===== src/rtl/flru_pkg.sv =====
// ----------------------------------------------------------------------------
// flru_pkg: shared types for the fully associative lru tag core
// Request and response payloads plus the control and status groups that
// pass between the top level and the row of way cells.
// ----------------------------------------------------------------------------
package flru_pkg;

   // access kinds
   localparam logic KIND_INST = 1'b0;
   localparam logic KIND_DATA = 1'b1;

   // request payload: one access
   typedef struct packed {
      logic        kind;
      logic [31:0] address;
   } req_type;

   // response payload: lookup outcome and running totals
   typedef struct packed {
      logic        hit;
      logic [1:0]  way;
      logic [31:0] access_total;
      logic [31:0] inst_hit_total;
      logic [31:0] data_hit_total;
      logic [31:0] miss_total;
   } rsp_type;

   // control broadcast from the top level to every cell
   typedef struct packed {
      logic lookup;   // compare the incoming tag this cycle
      logic commit;   // apply the update for the access in flight
      logic hit;      // some cell matched the access in flight
   } cell_ctl_type;

   // status from one cell
   typedef struct packed {
      logic match;    // registered tag match for the access in flight
      logic touch;    // this way is the one hit or filled
   } cell_stat_type;

endpackage


===== src/rtl/flru_cell.sv =====
// ----------------------------------------------------------------------------
// flru_cell: one way of the fully associative tag array
// Holds tag, valid bit and lru rank for one way. Compares the broadcast tag,
// then on commit ages itself or becomes most recent, taking a fill on a miss.
// ----------------------------------------------------------------------------
module flru_cell
   import flru_pkg::*;
#(
   parameter int WAYS      = 4,
   parameter int INDEX     = 0,
   parameter int TAG_BITS  = 28,
   parameter int RANK_BITS = 2
) (
   input  logic                 clock,
   input  logic                 reset,
   input  cell_ctl_type         ctl,
   input  logic [TAG_BITS-1:0]  lookup_tag,
   input  logic [TAG_BITS-1:0]  fill_tag,
   input  logic [RANK_BITS-1:0] touch_rank,
   output cell_stat_type        stat,
   output logic [RANK_BITS-1:0] rank
);

   localparam logic [RANK_BITS-1:0] RANK_LAST  = RANK_BITS'(WAYS - 1);
   localparam logic [RANK_BITS-1:0] RANK_RESET = RANK_BITS'(WAYS - 1 - INDEX);

   logic [TAG_BITS-1:0]  tag_ff, tag_in;
   logic                 valid_ff, valid_in;
   logic [RANK_BITS-1:0] rank_ff, rank_in;
   logic                 match_ff, match_in;
   logic                 touch;

   // hit way, or least recent way on a miss
   assign touch = match_ff | (~ctl.hit & (rank_ff == RANK_LAST));

   assign stat.match = match_ff;
   assign stat.touch = touch;
   assign rank       = rank_ff;

   // next state of the way
   always_comb begin
      tag_in   = tag_ff;
      valid_in = valid_ff;
      rank_in  = rank_ff;
      match_in = match_ff;
      if (ctl.lookup) begin
         match_in = valid_ff && (tag_ff == lookup_tag);
      end
      if (ctl.commit) begin
         if (touch) begin
            rank_in = '0;
            if (!ctl.hit) begin
               tag_in   = fill_tag;
               valid_in = 1'b1;
            end
         end else if (rank_ff < touch_rank) begin
            rank_in = rank_ff + RANK_BITS'(1);
         end
      end
   end

   always_ff @(posedge clock) begin
      if (reset) begin
         tag_ff   <= '0;
         valid_ff <= 1'b0;
         rank_ff  <= RANK_RESET;
         match_ff <= 1'b0;
      end else begin
         tag_ff   <= tag_in;
         valid_ff <= valid_in;
         rank_ff  <= rank_in;
         match_ff <= match_in;
      end
   end

endmodule


===== src/rtl/fully_associative_lru_cache_tags_core.sv =====
// ----------------------------------------------------------------------------
// fully_associative_lru_cache_tags_core: tag and true lru replacement logic
// A row of way cells compares the access tag, then the hit way (or the least
// recent way, filled on a miss) becomes most recent. Four wrapping counters
// keep access, instruction hit, data hit and miss totals.
//
//   channel  direction  ports                          payload
//   req      in         req_valid, req_ready           req_data (req_type)
//   rsp      out        rsp_valid, rsp_ready           rsp_data (rsp_type)
//
// an access is first compared in the cell row, then an update step ages the
// ranks, fills on a miss and loads the output register.
// a new access is taken once the update is done, so the next compare sees it.
// reset makes all ways invalid, ranks WAYS-1 down to 0 by way.
// a stalled result waits in the output register; while it waits and is not
// being taken, no new access is taken.
// ----------------------------------------------------------------------------
module fully_associative_lru_cache_tags_core
   import flru_pkg::*;
#(
   parameter int WAYS        = 4,
   parameter int OFFSET_BITS = 4
) (
   input  logic    clock,
   input  logic    reset,
   input  logic    req_valid,
   output logic    req_ready,
   input  req_type req_data,
   output logic    rsp_valid,
   input  logic    rsp_ready,
   output rsp_type rsp_data
);

   localparam int TAG_BITS  = 32 - OFFSET_BITS;
   localparam int RANK_BITS = (WAYS > 1) ? $clog2(WAYS) : 1;

   logic                 req_fire;
   logic                 look_ff, look_in;
   logic                 kind_ff;
   logic [TAG_BITS-1:0]  tag_ff;
   logic [TAG_BITS-1:0]  lookup_tag;
   cell_ctl_type         ctl;
   cell_stat_type        stat_vec [WAYS];
   logic [RANK_BITS-1:0] rank_vec [WAYS];
   logic [WAYS-1:0]      match_vec;
   logic                 hit_any;
   logic [RANK_BITS-1:0] touch_rank;
   logic [RANK_BITS-1:0] touch_way;
   logic [31:0]          way_ext;
   logic [31:0]          access_ff, access_in;
   logic [31:0]          inst_hit_ff, inst_hit_in;
   logic [31:0]          data_hit_ff, data_hit_in;
   logic [31:0]          miss_ff, miss_in;
   logic                 rsp_valid_ff, rsp_valid_in;
   rsp_type              rsp_ff;

   // input handshake
   assign req_ready  = ~look_ff & (~rsp_valid_ff | rsp_ready);
   assign req_fire   = req_valid & req_ready;
   assign lookup_tag = req_data.address[31:OFFSET_BITS];

   assign ctl.lookup = req_fire;
   assign ctl.commit = look_ff;
   assign ctl.hit    = hit_any;

   // row of way cells
   for (genvar g = 0; g < WAYS; g++) begin : g_way
      flru_cell #(
         .WAYS      (WAYS),
         .INDEX     (g),
         .TAG_BITS  (TAG_BITS),
         .RANK_BITS (RANK_BITS)
      ) u_cell (
         .clock      (clock),
         .reset      (reset),
         .ctl        (ctl),
         .lookup_tag (lookup_tag),
         .fill_tag   (tag_ff),
         .touch_rank (touch_rank),
         .stat       (stat_vec[g]),
         .rank       (rank_vec[g])
      );
      assign match_vec[g] = stat_vec[g].match;
   end

   assign hit_any = |match_vec;

   // rank and index of the touched way, exactly one cell touches
   always_comb begin
      touch_rank = '0;
      touch_way  = '0;
      for (int i = 0; i < WAYS; i++) begin
         if (stat_vec[i].touch) begin
            touch_rank = touch_rank | rank_vec[i];
            touch_way  = touch_way | RANK_BITS'(i);
         end
      end
   end

   assign way_ext = 32'(touch_way);

   // counters and control next values
   always_comb begin
      look_in      = look_ff;
      access_in    = access_ff;
      inst_hit_in  = inst_hit_ff;
      data_hit_in  = data_hit_ff;
      miss_in      = miss_ff;
      rsp_valid_in = rsp_valid_ff & ~rsp_ready;
      if (req_fire) begin
         look_in = 1'b1;
      end else if (look_ff) begin
         look_in = 1'b0;
      end
      if (look_ff) begin
         rsp_valid_in = 1'b1;
         access_in    = access_ff + 32'd1;
         if (!hit_any) begin
            miss_in = miss_ff + 32'd1;
         end else if (kind_ff == KIND_DATA) begin
            data_hit_in = data_hit_ff + 32'd1;
         end else begin
            inst_hit_in = inst_hit_ff + 32'd1;
         end
      end
   end

   // control and counter registers
   always_ff @(posedge clock) begin
      if (reset) begin
         look_ff      <= 1'b0;
         rsp_valid_ff <= 1'b0;
         access_ff    <= '0;
         inst_hit_ff  <= '0;
         data_hit_ff  <= '0;
         miss_ff      <= '0;
      end else begin
         look_ff      <= look_in;
         rsp_valid_ff <= rsp_valid_in;
         access_ff    <= access_in;
         inst_hit_ff  <= inst_hit_in;
         data_hit_ff  <= data_hit_in;
         miss_ff      <= miss_in;
      end
   end

   // access payload and output register
   always_ff @(posedge clock) begin
      if (req_fire) begin
         kind_ff <= req_data.kind;
         tag_ff  <= lookup_tag;
      end
      if (look_ff) begin
         rsp_ff.hit            <= hit_any;
         rsp_ff.way            <= way_ext[1:0];
         rsp_ff.access_total   <= access_in;
         rsp_ff.inst_hit_total <= inst_hit_in;
         rsp_ff.data_hit_total <= data_hit_in;
         rsp_ff.miss_total     <= miss_in;
      end
   end

   assign rsp_valid = rsp_valid_ff;
   assign rsp_data  = rsp_ff;

endmodule

===== config.mk =====
export PLATFORM = sky130hd
export DESIGN_NAME = fully_associative_lru_cache_tags_core
export DESIGN_NICKNAME = d
export VERILOG_FILES = /design/src/rtl/flru_pkg.sv /design/src/rtl/flru_cell.sv /design/src/rtl/fully_associative_lru_cache_tags_core.sv
export SDC_FILE = /design/constraint.sdc
export NUM_CORES = 1
export LEC_CHECK = 0
export BUFFER_PORTS_ARGS = -buffer_cell sky130_fd_sc_hd__buf_2
export CORE_ASPECT_RATIO = 0.75
export CORE_MARGIN = 5
export CORE_UTILIZATION = 45
export CTS_CLUSTER_DIAMETER = 100
export DETAILED_ROUTE_END_ITERATION = 7
export HOLD_SLACK_MARGIN = 0.08
export PLACE_DENSITY = 0.66
export SLEW_MARGIN = 20
export SYNTH_ARGS = -nofsm -noshare
export SYNTH_HDL_FRONTEND = slang
export SYNTH_SLANG_ARGS = --single-unit

===== constraint.sdc =====
create_clock -name clock -period 11 [get_ports clock]
set_clock_uncertainty 0.1 [all_clocks]
set_input_delay 0.55 -clock clock [delete_from_list [all_inputs] [get_ports clock]]
set_output_delay 0.55 -clock clock [all_outputs]
set_load 0.05 [all_outputs]

==> impl_metrics.csv, run 1 <==
group,metric,value,unit
setup_path,path_buf_inv,1,
routing,drcViolationCount,0,
setup_path,path_max_fanout,55,
setup_path,r2r_end,"access_ff[21]",
floorplan,coreArea,38000,sq um
hold_path,holdPathEnd,"tag_ff[8]",
yosys,yosysWarnings,0,
floorplan,ios,170,
setup_path,crit_family,"simple AND/OR/NAND/NOR gates",
cells_and_area,final_layout_size_suffix_gt1_frac,0.155,
yosys,ys_seq_area_frac,0.580,
floorplan,die_w,236,microns
power_and_ir_drop,peakVddDrop,0.132,mV
routing,first_pass_iters,4,
global_route,grt_max_degree,101,
power_and_ir_drop,p_switching,0.860,mW
yosys,netlist.area_leader.share,0.301,
yosys,ys_dominant_reg_cell,"dfxtp_1",
routing,drt_iter0_markers,818,
global_route,track_usage,0.179,
cells_and_area,syn2layout_area_growth,15.9,%
yosys,yosys_register_bits,418,
power_and_ir_drop,power,3.49,mW
clock_network,cts.reportedPaths.clkPinSlew,0.06,ns
cells_and_area,fill_cells,3378,
sta,rsz0062_at_grt,"no",
sta,fin_crit,3.42,ns
placed_design,port_buffers,165,
power_and_ir_drop,cellLeakagePower,6.91,nW
clock_network,cts_max_level,2,
floorplan,fp-row-count,62,
placed_design,gp_congestion,0.843,
yosys,synth_area_leader_cell,"dfxtp_1",
cells_and_area,ff_latch_area,9970,sq um
setup_path,crit_slowest_cell,"dfxtp_4",
clock_network,post_cts_buffers,0,
setup_path,cp-start-kind,"flop",
power_and_ir_drop,powerDensity,175,nW/um^2
clock_network,cts-root-buf,"clkbuf_16",
yosys,synth.net_count,1701,
sta,final_hold_viol_count,0,
floorplan,start_util,0.452,
routing,vias,12031,
setup_path,crit_cells,6,
yosys,synth_area_leaders,"dfxtp_1, edfxtp_1, xnor2_1",
setup_path,critPathCaptureType,"flop",
power_and_ir_drop,intPower,2.63,mW
hold_path,worstHoldStart,"req_data[12]",
clock_network,clockBufferDepth,3,
cells_and_area,final_nets,1834,
setup_path,crit_chain,"buf_4 -> nand4_2 -> nor4_2 -> nand4_1 -> xnor2_1 -> nor2b_1",
global_route,grt_overflow,0,
setup_path,max_stage_delay,0.77,ns
clock_network,cts_made_buffers,43,
yosys,syn_area,17200,sq um
sta,final_max_slew_viol_count,0,
setup_path,critPathRequiredTime,11.29,ns
power_and_ir_drop,power_frac_seq,0.484,
clock_network,cts_tree,"done",
cells_and_area,layout_commonest_cell,"nand2_1",
routing,via_per_inst,5.16,
power_and_ir_drop,power_frac_clock,0.429,
floorplan,fp.dieArea,42200,sq um
power_and_ir_drop,p_sw_frac,0.247,
sta,max_freq,0.292,GHz
cells_and_area,multi_input_area,6790,sq um
run_status,status,"completed",
setup_path,cp.arrival,3.72,ns
power_and_ir_drop,combPwrFrac,0.087,
routing,ant_nets,0,
global_route,grt_pass1_vias,11224,
setup_path,path_class,"reg -> reg",
flow_run,cap_viol_max_count,0,
sta,tightest_slew,1.15,ns
setup_path,reg2reg_from,"look_ff",
routing,wl,39.2,mm
yosys,synth_edf_count,160,
yosys,async_reset_ff_frac,0,
floorplan,dieHeight,179,microns
placed_design,dp_hpwl,25.8,mm
global_route,grt_first_pass_wirelength,61.3,mm
setup_path,rr_worst_depth,6,
yosys,synth_cells,1652,
cells_and_area,final_cell_mix,"nand2_1, dfxtp_1, xnor2_1",
hold_path,hp-class,"in -> reg",
sta,final.period_utilization,0.311,
yosys,syn_avg_cell_area,10.4,sq um
clock_network,cts_sinks,418,
setup_path,ff2ff_setup_slack,7.58,ns
routing,wl_per_cell,16.8,microns
yosys,ys_types,53,
sta,slew_headroom,0.235,
sta,fin_setup_tns,0,ns
global_route,antenna_found_initial,2,
clock_network,worstSkewPairLatency,0.55,ns
hold_path,hold_depth,1,
sta,setup_viol,0,
## state kept, by name (all words and copies together), names as in the netlist
name and flops:
data_hit_ff 32, inst_hit_ff 32, look_ff 1, tag_ff 28
g_way.u_cell.rank 8, g_way.u_cell.match_ff 4, g_way.u_cell.tag_ff 112, kind_ff 1
access_ff 32, miss_ff 32, g_way.u_cell.valid_ff 4, rsp_data 131
rsp_valid 1
## synthesized netlist by cell type, drive strengths merged, types with 2 or more instances
master,n
a21oi,135
a211oi,3
ha,12
o32a,2
dfxtp,258
clkbuf,73
nand2,295
buf,16
a21bo,2
nor4b,2
nor3,24
or4b,2
nand3b,3
xor2,38
nand4,72
edfxtp,160
or3,9
o31ai,5
nor2b,118
xnor2,189
nor3b,2
and3,18
inv,22
and2,8
mux2,11
or2,2
or4,5
o21a,2
and4,13
nand3,50
nand2b,2
a31oi,2
o211ai,3
nor4,25
o21ai,9
nor2,50
## metrics by stage
stage | area [sq um] | util | hold slack (ns) | setup WS [ns] | std cells
floorplan | 17200 | - | 0.340 | 5.35 | 1652
global placement | 18400 | 0.484 | 0.350 | 7.32 | 2251
detailed placement | 18400 | 0.484 | 0.359 | 7.23 | 2251
CTS | 19900 | 0.523 | 0.161 | 7.23 | 2332
global route | 19900 | 0.524 | 0.174 | 7.25 | 2333
finish | 19900 | 0.524 | 0.194 | 7.58 | 2333
## area by class of cell
| class | instances | share of cell area |
|---|---|---|
| Multi-Input combinational cell | 1120 | 0.341 |
| Inverter | 23 | 0.00434 |
| Antenna cell | 1 | 0.000126 |
| Tap cell | 512 | 0.0322 |
| Clock inverter | 23 | 0.0120 |
| Timing Repair Buffer | 179 | 0.0473 |
| Sequential cell | 418 | 0.501 |
| Clock buffer | 57 | 0.0619 |
## power groups by stage
| stage | clock network [mW] | registers [mW] | logic (mW) |
|---|---|---|---|
| global placement | 0 | 1.72 | 0.299 |
| CTS | 1.53 | 1.69 | 0.304 |
| global route | 1.59 | 1.69 | 0.326 |
| detailed placement | 0 | 1.72 | 0.303 |
| finish | 1.49 | 1.69 | 0.304 |
| floorplan | 0 | 1.81 | 0.137 |
## worst max-delay path by stage
stage,start,to
after CTS,look_ff,access_ff[21]
after global routing,look_ff,access_ff[22]
final,look_ff,access_ff[21]
after detailed placement,look_ff,access_ff[21]
after floorplan,look_ff,inst_hit_ff[28]
after global placement,look_ff,access_ff[25]
## per-layer routing
metal  part of all wire  track usage
met4              0.019       0.0493
met3              0.054       0.0335
met5            0.00018            0
met1               0.47        0.257
met2               0.45        0.281
## timing repair
action | in CTS | in global routing
hold endpoints to repair | 1 | 0
hold buffers | 1 | 0
gates resized for setup | 0 | 0
## logic make-up after synthesis
| group | share of synthesized area |
|---|---|
| simple gates | 0.206 |
| flops | 0.580 |
| xor+xnor | 0.116 |
| compound gates | 0.0543 |
| buf+inv | 0.0267 |
| mux | 0.00779 |
| fa+ha+maj | 0.00874 |
Note: power is estimated with default switching activity, not from simulation.
==> inputs of run 2 (changes only) <==
==> constraint.sdc (replaced) <==
create_clock -name clock -period 3.27 [get_ports clock]
set_clock_uncertainty 0.1 [all_clocks]
set_input_delay 0.1635 -clock clock [delete_from_list [all_inputs] [get_ports clock]]
set_output_delay 0.1635 -clock clock [all_outputs]
set_load 0.05 [all_outputs]
==> impl_metrics.csv, run 2 (synthesis gave the netlist of run 1 again) <==
group,metric,value,unit
floorplan,fp-row-count,62,
floorplan,dieHeight,179,microns
hold_path,hp-class,"in -> reg",
cells_and_area,finalCoreUtilization,0.532,
cells_and_area,final_layout_size_suffix_gt1_frac,0.152,
clock_network,cts_max_level,2,
setup_path,cp.arrival,3.36,ns
power_and_ir_drop,power_frac_clock,0.424,
routing,wl_per_cell,17.0,microns
sta,fin_setup_tns,0,ns
cells_and_area,final_cell_mix,"nand2_1, dfxtp_1, xnor2_1",
placed_design,gp_congestion,0.806,
global_route,grt_first_pass_wirelength,63.1,mm
routing,wl,40.2,mm
floorplan,die_w,236,microns
clock_network,clockBufferDepth,3,
sta,fin_crit,2.96,ns
power_and_ir_drop,combPwrFrac,0.092,
clock_network,post_cts_buffers,0,
sta,rsz0062_at_grt,"no",
power_and_ir_drop,peakVddDrop,0.447,mV
routing,first_pass_iters,5,
power_and_ir_drop,cellLeakagePower,7.05,nW
clock_network,cts-root-buf,"clkbuf_16",
clock_network,cts.reportedPaths.clkPinSlew,0.06,ns
floorplan,start_util,0.452,
global_route,grt_pass1_vias,11640,
power_and_ir_drop,powerDensity,579,nW/um^2
sta,final.period_utilization,0.906,
setup_path,path_max_fanout,6,
floorplan,coreArea,38000,sq um
cells_and_area,final_nets,1874,
routing,vias,12163,
floorplan,ios,170,
power_and_ir_drop,p_sw_frac,0.249,
flow_run,cap_viol_max_count,0,
sta,max_freq,0.337,GHz
sta,final_max_slew_viol_count,0,
sta,tightest_slew,0.996,ns
placed_design,dp_worst_setup_slack,0.373,ns
power_and_ir_drop,p_switching,2.91,mW
cells_and_area,layout_commonest_cell,"nand2_1",
cells_and_area,largest_reg_flops,131,
floorplan,fp.dieArea,42200,sq um
clock_network,cts_sinks,418,
routing,ant_nets,0,
setup_path,cp-start-kind,"flop",
global_route,grt_overflow,0,
setup_path,critPathRequiredTime,3.67,ns
sta,setup_ws,0.306,ns
global_route,grt_max_degree,146,
clock_network,ctsHoldBuffers,30,
global_route,antenna_found_initial,0,
clock_network,cts_tree,"done",
setup_path,critPathCaptureType,"flop",
power_and_ir_drop,power_frac_seq,0.484,
routing,drt_iter0_markers,934,
cells_and_area,finalInstanceArea,20200,sq um
clock_network,worstSkewPairLatency,0.55,ns
placed_design,dp_hpwl,26.3,mm
sta,hold_ws,0.127,ns
routing,via_per_inst,5.13,
cells_and_area,diodes,0,
hold_path,hold_depth,3,
power_and_ir_drop,intPower,8.80,mW
setup_path,rr_worst_depth,9,
placed_design,port_buffers,165,
setup_path,path_class,"reg -> reg",
run_status,status,"completed",
cells_and_area,syn2layout_area_growth,17.7,%
global_route,track_usage,0.184,
clock_network,ctsResizeCount,0,
placed_design,place_area,18500,sq um
routing,drcViolationCount,0,
sta,slew_headroom,0.336,
sta,final_hold_viol_count,0,
cells_and_area,fill_cells,3325,
clock_network,cts_made_buffers,43,
sta,setup_viol,0,
## run 2: changes by cell type in the layout (fill, tap and decap cells not counted), sizes merged
cell | before | now
diode | 1 | 0
buf | 177 | 188
clkinvlp | 0 | 3
dlygate4sd3 | 1 | 30
clkinv | 18 | 13
clkbuf | 58 | 60
## run 2: per-stage QoR
stage                     cells  total power, mW
after floorplan            1652             6.53
after global placement     2262             6.80
after detailed placement   2262             6.83
after CTS                  2372             11.8
after global routing       2372             12.1
final                      2372             11.7
## run 2: metal layers
layer	wire length, microns	vias to the layer above	GRT usage	share of wire
li1	-	6008	-	-
met1	18800	5783	0.262	0.47
met2	18300	321	0.294	0.46
met3	2470	51	0.0364	0.061
met4	634	0	0.0387	0.016
met5	0	-	0	0
## run 2: cell type report
| cell class | count | area, sq um | share of cell area |
|---|---|---|---|
| repair buffers | 219 | 1330 | 0.0657 |
| inverters | 23 | 86.3 | 0.00427 |
| multi-input cells | 1120 | 6760 | 0.334 |
| flip-flops and latches | 418 | 9970 | 0.493 |
| clock inverters | 21 | 226 | 0.0112 |
| well taps | 512 | 641 | 0.0317 |
| clock buffers | 59 | 1210 | 0.0597 |
## run 2: path summary, 6_finish.rpt
| path | endpoint | from | slack (ns) |
|---|---|---|---|
| max | g_way[2].u_cell.rank[1] | g_way[1].u_cell.rank[1] | 0.31 |
| min | look_ff | req_valid | 0.13 |
| max reg2reg | g_way[2].u_cell.rank[1] | g_way[1].u_cell.rank[1] | 0.31 |
| min reg2reg | g_way[3].u_cell.tag_ff[21] | g_way[3].u_cell.tag_ff[21] | 0.37 |
## run 2: power groups by stage
stage | Clock [mW] | Combinational (mW) | Sequential, mW
after detailed placement | 0 | 1.04 | 5.79
final | 4.96 | 1.08 | 5.67
after global placement | 0 | 1.02 | 5.78
after CTS | 5.07 | 1.08 | 5.67
after floorplan | 0 | 0.462 | 6.07
after global routing | 5.29 | 1.15 | 5.69
## run 2: critical path: stages (launching register included)
cell and delay (ns):
dfxtp_1 0.43, ha_1 0.20, or4b_2 0.63, nand2_1 0.16, a22o_1 0.18, a221oi_1 0.07, ha_1 0.36, nand4_1 0.12
a2111oi_0 0.49, a311o_1 0.16
